===== src/hw/rtl/ptts_pkg.sv =====
`timescale 1ns / 1ps
// ----------------------------------------------------------------------------
// ptts_pkg
// Shared types and codes for the periodic task tick scheduler.
// ----------------------------------------------------------------------------
package ptts_pkg;

    localparam logic [2:0] FUNC_TICK    = 3'd0;
    localparam logic [2:0] FUNC_CREATE  = 3'd1;
    localparam logic [2:0] FUNC_SUSPEND = 3'd2;
    localparam logic [2:0] FUNC_RESUME  = 3'd3;
    localparam logic [2:0] FUNC_DELETE  = 3'd4;

    localparam logic [1:0] ST_OK     = 2'd0;
    localparam logic [1:0] ST_BUSY   = 2'd1;
    localparam logic [1:0] ST_NULL   = 2'd2;
    localparam logic [1:0] ST_RANGE  = 2'd3;

    localparam int MAX_RESULTS = 8;

    typedef struct packed {
        logic [2:0]  func;
        logic [7:0]  slot;
        logic [15:0] period;
        logic [15:0] init_delay;
        logic        has_action;
    } cmd_word_t;

    typedef struct packed {
        logic       dispatch_valid;
        logic [2:0] task_slot;
        logic [1:0] status;
        logic       last;
    } result_word_t;

    typedef struct packed {
        logic [15:0] period;
        logic [15:0] count;
        logic        suspend;
    } slot_t;

    typedef struct packed {
        logic        en;
        logic [2:0]  func;
        logic [15:0] period;
        logic [15:0] init_delay;
        logic        has_action;
    } cell_cmd_t;

    typedef enum logic [1:0] {
        S_IDLE,
        S_SCAN,
        S_DONE
    } state_t;

endpackage


===== src/hw/rtl/ptts_cell.sv =====
`timescale 1ns / 1ps
// ----------------------------------------------------------------------------
// ptts_cell
// One task slot of the ring: holds period, countdown and suspend flag,
// shifts to its neighbor during a tick scan, applies commands when selected.
// ----------------------------------------------------------------------------
module ptts_cell (
    input  logic              clk,
    input  logic              rst_n,
    input  logic              shift,
    input  ptts_pkg::slot_t   shift_in,
    input  ptts_pkg::cell_cmd_t cmd,
    input  logic              sel,
    output ptts_pkg::slot_t   cur,
    output logic [1:0]        status
);
    import ptts_pkg::*;

    slot_t slot_reg;
    slot_t slot_next;
    logic  in_use;

    assign in_use = (slot_reg.period != 16'd0);
    assign cur    = slot_reg;

    always_comb
    begin
        slot_next = slot_reg;
        status    = ST_OK;
        if (shift)
        begin
            slot_next = shift_in;
        end
        else if (cmd.en && sel)
        begin
            case (cmd.func)
                FUNC_CREATE:
                begin
                    if (!cmd.has_action)
                    begin
                        status = ST_NULL;
                    end
                    else if (in_use)
                    begin
                        status = ST_BUSY;
                    end
                    else
                    begin
                        slot_next.period  = cmd.period;
                        slot_next.count   = cmd.init_delay;
                        slot_next.suspend = 1'b0;
                    end
                end
                FUNC_SUSPEND:
                begin
                    if (in_use)
                    begin
                        slot_next.suspend = 1'b1;
                    end
                    else
                    begin
                        status = ST_BUSY;
                    end
                end
                FUNC_RESUME:
                begin
                    slot_next.suspend = 1'b0;
                end
                FUNC_DELETE:
                begin
                    if (in_use)
                    begin
                        slot_next.period = 16'd0;
                    end
                    else
                    begin
                        status = ST_BUSY;
                    end
                end
                default:
                begin
                    status = ST_OK;
                end
            endcase
        end
    end

    always_ff @(posedge clk or negedge rst_n)
    begin
        if (!rst_n)
        begin
            slot_reg <= '0;
        end
        else
        begin
            slot_reg <= slot_next;
        end
    end

endmodule


===== src/hw/rtl/periodic_task_tick_scheduler.sv =====
`timescale 1ns / 1ps
// A create, suspend, resume or delete word gives its status in the cycle after accept.
// A tick rotates the slot ring once, one slot per cycle, then passes a wrap-up state, staying
// busy throughout; a dispatch word waits for the next due slot or the wrap-up state.
// One command per cycle while not busy; a new tick is taken only once the block is idle again.
// Results cannot be stalled. Reset clears all slots to free and leaves the block idle.
// ----------------------------------------------------------------------------
// periodic_task_tick_scheduler
// Ring of task slot cells; a tick rotates the ring past the head, where due
// slots are dispatched and reloaded and all others count down.
// ----------------------------------------------------------------------------
module periodic_task_tick_scheduler #(
    parameter int TASK_SLOTS = 8
) (
    input  logic                   clk,
    input  logic                   rst_n,
    input  logic                   start,
    output logic                   busy,
    input  ptts_pkg::cmd_word_t    cmd,
    output logic                   result_valid,
    output ptts_pkg::result_word_t result
);
    import ptts_pkg::*;

    localparam int STEP_W = (TASK_SLOTS > 1) ? $clog2(TASK_SLOTS) : 1;

    state_t              state_reg;
    state_t              state_next;
    logic [STEP_W-1:0]   step_reg;
    logic [STEP_W-1:0]   step_next;
    logic [3:0]          cnt_reg;
    logic [3:0]          cnt_next;
    logic [2:0]          hold_reg;
    logic [2:0]          hold_next;
    result_word_t        res_reg;
    result_word_t        res_next;
    logic                res_valid_reg;
    logic                res_valid_next;

    slot_t               cell_q   [TASK_SLOTS];
    logic [1:0]          cell_st  [TASK_SLOTS];
    logic [TASK_SLOTS-1:0] sel;
    slot_t               head_upd;
    logic                head_due;
    cell_cmd_t           ccmd;
    logic                accept;
    logic                in_range;
    logic                shift;
    logic                step_end;
    logic [1:0]          cmd_status;
    logic [7:0]          step_idx;

    assign accept   = start && !busy;
    assign in_range = (cmd.slot < 8'(TASK_SLOTS));
    assign shift    = (state_reg == S_SCAN);
    assign step_end = (step_reg == STEP_W'(TASK_SLOTS - 1));
    assign step_idx = 8'(step_reg);

    assign ccmd.en          = accept && in_range && (cmd.func != FUNC_TICK);
    assign ccmd.func        = cmd.func;
    assign ccmd.period      = cmd.period;
    assign ccmd.init_delay  = cmd.init_delay;
    assign ccmd.has_action  = cmd.has_action;

    // head of the ring: dispatch check and countdown update
    assign head_due = (cell_q[0].count == 16'd0) && !cell_q[0].suspend
                      && (cell_q[0].period != 16'd0);

    always_comb
    begin
        head_upd = cell_q[0];
        if (head_due)
        begin
            head_upd.count = cell_q[0].period - 16'd1;
        end
        else
        begin
            head_upd.count = cell_q[0].count - 16'd1;
        end
    end

    for (genvar k = 0; k < TASK_SLOTS; k++)
    begin : g_cell
        slot_t nbr;
        if (k == TASK_SLOTS - 1)
        begin : g_tail
            assign nbr = head_upd;
        end
        else
        begin : g_mid
            assign nbr = cell_q[k+1];
        end

        assign sel[k] = (cmd.slot == 8'(k));

        ptts_cell u_cell (
            .clk      (clk),
            .rst_n    (rst_n),
            .shift    (shift),
            .shift_in (nbr),
            .cmd      (ccmd),
            .sel      (sel[k]),
            .cur      (cell_q[k]),
            .status   (cell_st[k])
        );
    end

    always_comb
    begin
        cmd_status = ST_OK;
        for (int k = 0; k < TASK_SLOTS; k++)
        begin
            cmd_status = cmd_status | cell_st[k];
        end
    end

    // next state
    always_comb
    begin
        state_next = state_reg;
        case (state_reg)
            S_IDLE:
            begin
                if (accept && (cmd.func == FUNC_TICK))
                begin
                    state_next = S_SCAN;
                end
            end
            S_SCAN:
            begin
                if (step_end)
                begin
                    state_next = S_DONE;
                end
            end
            S_DONE:
            begin
                state_next = S_IDLE;
            end
            default:
            begin
                state_next = S_IDLE;
            end
        endcase
    end

    // outputs of the state machine
    always_comb
    begin
        case (state_reg)
            S_IDLE:  busy = 1'b0;
            S_SCAN:  busy = 1'b1;
            S_DONE:  busy = 1'b1;
            default: busy = 1'b1;
        endcase
    end

    // datapath: hold the latest dispatch so the final one can carry last
    always_comb
    begin
        step_next      = step_reg;
        cnt_next       = cnt_reg;
        hold_next      = hold_reg;
        res_next       = res_reg;
        res_valid_next = 1'b0;
        case (state_reg)
            S_IDLE:
            begin
                step_next = '0;
                cnt_next  = '0;
                if (accept && (cmd.func != FUNC_TICK))
                begin
                    res_valid_next          = 1'b1;
                    res_next.dispatch_valid = 1'b0;
                    res_next.task_slot      = 3'd0;
                    res_next.last           = 1'b1;
                    if (cmd.func > FUNC_DELETE)
                    begin
                        res_next.status = ST_OK;
                    end
                    else if (!in_range)
                    begin
                        res_next.status = ST_RANGE;
                    end
                    else
                    begin
                        res_next.status = cmd_status;
                    end
                end
            end
            S_SCAN:
            begin
                step_next = step_reg + STEP_W'(1);
                if (head_due && (cnt_reg < 4'(MAX_RESULTS)))
                begin
                    if (cnt_reg != 4'd0)
                    begin
                        res_valid_next          = 1'b1;
                        res_next.dispatch_valid = 1'b1;
                        res_next.task_slot      = hold_reg;
                        res_next.status         = ST_OK;
                        res_next.last           = 1'b0;
                    end
                    hold_next = step_idx[2:0];
                    cnt_next  = cnt_reg + 4'd1;
                end
            end
            S_DONE:
            begin
                res_valid_next          = 1'b1;
                res_next.dispatch_valid = (cnt_reg != 4'd0);
                res_next.task_slot      = (cnt_reg != 4'd0) ? hold_reg : 3'd0;
                res_next.status         = ST_OK;
                res_next.last           = 1'b1;
            end
            default:
            begin
                res_valid_next = 1'b0;
            end
        endcase
    end

    always_ff @(posedge clk or negedge rst_n)
    begin
        if (!rst_n)
        begin
            state_reg     <= S_IDLE;
            step_reg      <= '0;
            cnt_reg       <= '0;
            res_valid_reg <= 1'b0;
        end
        else
        begin
            state_reg     <= state_next;
            step_reg      <= step_next;
            cnt_reg       <= cnt_next;
            res_valid_reg <= res_valid_next;
        end
    end

    always_ff @(posedge clk)
    begin
        hold_reg <= hold_next;
        res_reg  <= res_next;
    end

    assign result_valid = res_valid_reg;
    assign result       = res_reg;

endmodule


===== config.mk =====
export PLATFORM = sky130hd
export DESIGN_NAME = periodic_task_tick_scheduler
export DESIGN_NICKNAME = d
export VERILOG_FILES = /design/src/hw/rtl/ptts_pkg.sv /design/src/hw/rtl/ptts_cell.sv /design/src/hw/rtl/periodic_task_tick_scheduler.sv
export SDC_FILE = /design/constraint.sdc
export NUM_CORES = 1
export LEC_CHECK = 0
export BUFFER_PORTS_ARGS = -buffer_cell sky130_fd_sc_hd__buf_2
export CAP_MARGIN = 20
export CORE_ASPECT_RATIO = 0.5
export CORE_MARGIN = 2
export CORE_UTILIZATION = 35
export DETAILED_ROUTE_END_ITERATION = 10
export GPL_TIMING_DRIVEN = 0
export PLACE_DENSITY_LB_ADDON = 0.3
export SLEW_MARGIN = 20
export SYNTH_ARGS = -nofsm -noshare
export SYNTH_HDL_FRONTEND = slang
export SYNTH_HIERARCHICAL = 1
export SYNTH_SLANG_ARGS = --single-unit

===== constraint.sdc =====
create_clock -name clk -period 8.4 [get_ports clk]
set_clock_uncertainty 0.05 [all_clocks]
set_input_delay 0.42 -clock clk [delete_from_list [all_inputs] [get_ports clk]]
set_output_delay 0.42 -clock clk [all_outputs]
set_load 0.01 [all_outputs]

==> summary.txt <==
Outcome
  • Status: completed

Synth
  • Syn nets: 1952
  • Ys async rst share: 96.5%
  • Ys flop type: dfrtp_1
  • Adder-cell share of the synthesized area: 0.743%
  • Post-synth EDFFs: 10
  • Syn avg cell area: 8.88 um2
  • Yosys cell types: 63
  • Main combinational cell family by area after synthesis: simple AND/OR/NAND/NOR gates
  • Sequential share of the synthesized area: 42.5%
  • Synth Cell Area: 16800 um2
  • Yosys reg bits: 284
  • Synth Warn #: 6
  • Xor and xnor area share after synthesis: 0.468%
  • Post-Syn Instances: 1895
  • Simple-gate share of the synthesized area: 21.2%
  • Synth Area in Compound Gates: 19.0%
  • Post-synthesis mux area share: 11.4%

Critical path
  • CP top delay family: simple AND/OR/NAND/NOR gates
  • Crit-path max FO: 9
  • Worst path bufs/invs: 0
  • Critical path data required time: 8.86 ns
  • CP Launch Type: flip-flop
  • Worst path most repeated cell: nor2_1
  • Critical path endpoint category: flip-flop
  • Worst path slowest cell: nor3_1
  • Setup Crit Path Kind: reg -> reg
  • Crit path DAT: 4.56 ns
  • Largest stage delay, worst path: 0.78 ns
  • CP cell instances: nor3_1, and3_1, a211oi_4, a21oi_1, ha_1, nand2b_1, nor2_1, o211a_1, or3b_2, a211oi_1, nor2_1, a31oi_1

Final layout
  • Max reg flops: 264
  • Register Area: 7160 um2
  • Multi-input logic area: 8900 um2
  • Finished Layout Cells: 2650
  • Layout net count: 2046
  • Post-Route Utilization: 40.7%
  • Synthesis-to-layout area growth: 14.2%
  • Filler Cell Count: 4724
  • Ant diodes: 0
  • Share of post-route cells with drive strength above 1: 15.9%

Timing
  • Peak Freq: 243 MHz
  • Setup TNS: 0 ns
  • Tmin final: 4.11 ns
  • Final period util: 48.9%
  • Slew headroom: 28.7%
  • Hold slack: 0.0993 ns
  • Worst slew pin tran: 1.07 ns
  • Final Hold Viols: 0
  • RSZ-0062 raised after global routing: no
  • Slew Limit Fails: 0
  • Worst Setup Slack, final: 4.29 ns
  • # setup viols final: 0

Clocking
  • CTS max path bufs: 3
  • CTS tree: yes
  • Clk_lat worst skew: 0.58 ns
  • Total CTS buffers: 30
  • Post-CTS Setup Bufs: 0
  • CTS clk-pin slew, worst paths: 0.07 ns
  • CTS sink count: 284
  • Clock root buffer: clkbuf_16
  • Htree depth: 1

Placement
  • I/O Buffers: 55
  • Setup WS pre-CTS: 4.37 ns
  • Inst Count DP: 2594
  • Hpwl dp: 40300 um
  • Routability cong.: 0.916

Global route
  • First-pass GRT wire length: 89800 um
  • Vias in the first global route: 14752
  • Initial antenna violation count: 0
  • Total gr overflow: 0
  • Overall Global Routing Usage: 23.0%
  • Largest net degree at the start of global routing: 92

Routing
  • DR DRC count: 0
  • DRT antenna net count: 0
  • Pre-antenna DRT Iters: 6
  • DRT iter0 DRCs: 1904
  • Vias: 15488
  • DR vias/cell: 5.84
  • Routed WL: 58600 um
  • WL per Instance: 22.1 um

Die
  • Die Y: 159 um
  • Die X-Extent: 314 um
  • Io pins: 56
  • Row cnt: 56
  • Core region area: 47200 um2
  • Initial Util: 35.7%
  • DIE AREA: 50000 um2

Power
  • Pwr/cell area: 297 nW/um2
  • LEAKAGE: 0.00715 uW
  • VDD IR-drop max: 0.129 mV

Hold path
  • Hold WC Path Type: in -> reg

Flow run
  • Max cap viols: 0
through the flow:
stage               total power [uW]  instance area (um2)
floorplan                       3450                16800
global placement                4060                17900
detailed placement              4100                18000
CTS                             5690                19200
global route                    6000                19200
finish                          5710                19200
Yosys cell counts (8+ instances only):
library cell / n / share of area (%)
or3b_1: 8 / 0.42
a31oi_1: 131 / 4.9
mux2_4: 80 / 7.1
and4bb_2: 8 / 0.59
ha_1: 10 / 0.74
nor2_1: 166 / 3.7
a211oi_1: 13 / 0.58
nand3_1: 142 / 4.2
and4_1: 8 / 0.42
o41ai_1: 8 / 0.42
a41oi_1: 10 / 0.52
edfxtp_1: 10 / 1.8
buf_8: 8 / 0.71
buf_2: 19 / 0.57
a21oi_1: 37 / 1.1
or4b_2: 8 / 0.48
a41o_1: 8 / 0.48
mux2i_1: 9 / 0.54
o21ai_0: 271 / 8.1
clkbuf_1: 99 / 2.2
mux2_2: 56 / 3.7
and3_1: 9 / 0.33
inv_1: 19 / 0.42
xnor2_1: 8 / 0.42
a211oi_4: 9 / 1.1
nand4_1: 8 / 0.30
nor3_1: 25 / 0.74
buf_6: 8 / 0.54
nand2_1: 289 / 6.4
clkinv_1: 8 / 0.18
nand2b_1: 20 / 0.74
nor4_1: 49 / 1.8
dfrtp_1: 274 / 41
a21o_1: 10 / 0.45
logic make-up (layout without fill, tap and decap cells):
kind of cell | count (synthesis) | count (layout)
buf+inv | 162 | 279
simple gates | 763 | 763
xor+xnor | 9 | 9
fa+ha+maj | 10 | 10
mux | 145 | 145
compound gates | 522 | 522
flops | 284 | 284
tightest hold or removal path, cell delays in order:
cell and delay (ns):
buf_2 0.10, a21oi_1 0.06, a21oi_1 0.11
power breakdown:
part | internal [uW] | switching (uW)
logic | 851 | 1140
clock network | 978 | 605
registers | 1740 | 399
layer usage:
layer | vias to the layer above | GRT usage (%) | share of wire [%]
li1 | 7111 | - | -
met1 | 7691 | 32.8 | 45
met2 | 568 | 35.8 | 45
met3 | 118 | 3.06 | 6.5
met4 | 0 | 7.61 | 3.5
met5 | - | 0 | 0
worst paths after layout:
path / startpoint / endpoint / slack, ns / cells after the start
min in group asynchronous: rst_n / g_cell[1].u_cell/cur[22] / 0.22 / 2
hold / removal: start / result_valid / 0.1 / 3
setup reg to reg: g_cell[0].u_cell/cur[19] / g_cell[7].u_cell/cur[15] / 4.29 / 12
hold reg to reg: step_reg[2] / hold_reg[2] / 0.44 / 0
setup / recovery: g_cell[0].u_cell/cur[19] / g_cell[7].u_cell/cur[15] / 4.29 / 12
max in group asynchronous: rst_n / g_cell[6].u_cell/cur[1] / 6.93 / 4
layout by cell type (no fill, tap or decap), types with 12 or more instances in the layout:
cell | netlist | layout
clkbuf_1 | 99 | 100
clkbuf_16 | 0 | 31
a31oi_1 | 131 | 131
nor4_1 | 49 | 48
inv_1 | 19 | 19
dfrtp_1 | 274 | 274
a211oi_1 | 13 | 12
mux2_2 | 56 | 56
nor2_1 | 166 | 166
nand2b_1 | 20 | 20
buf_2 | 19 | 74
o21ai_0 | 271 | 271
nand2_1 | 289 | 289
a21oi_1 | 37 | 37
nor3_1 | 25 | 24
mux2_4 | 80 | 80
nand3_1 | 142 | 142
layout make-up:
| type | instances | area share, % |
|---|---|---|
| multi-input cells | 1449 | 46.3 |
| flip-flops and latches | 284 | 37.3 |
| clock buffers | 39 | 4.56 |
| well taps | 638 | 4.15 |
| plain buffers | 135 | 3.56 |
| repair buffers | 62 | 2.09 |
| clock inverters | 16 | 1.51 |
| inverters | 27 | 0.528 |
what timing repair did:
action / 4_1_cts / 5_1_grt
endpoints found under the hold margin: 32 / 0
hold buffers: 1 / 0
resized for setup: 0 / 0
(Power assumes the default switching activity.)
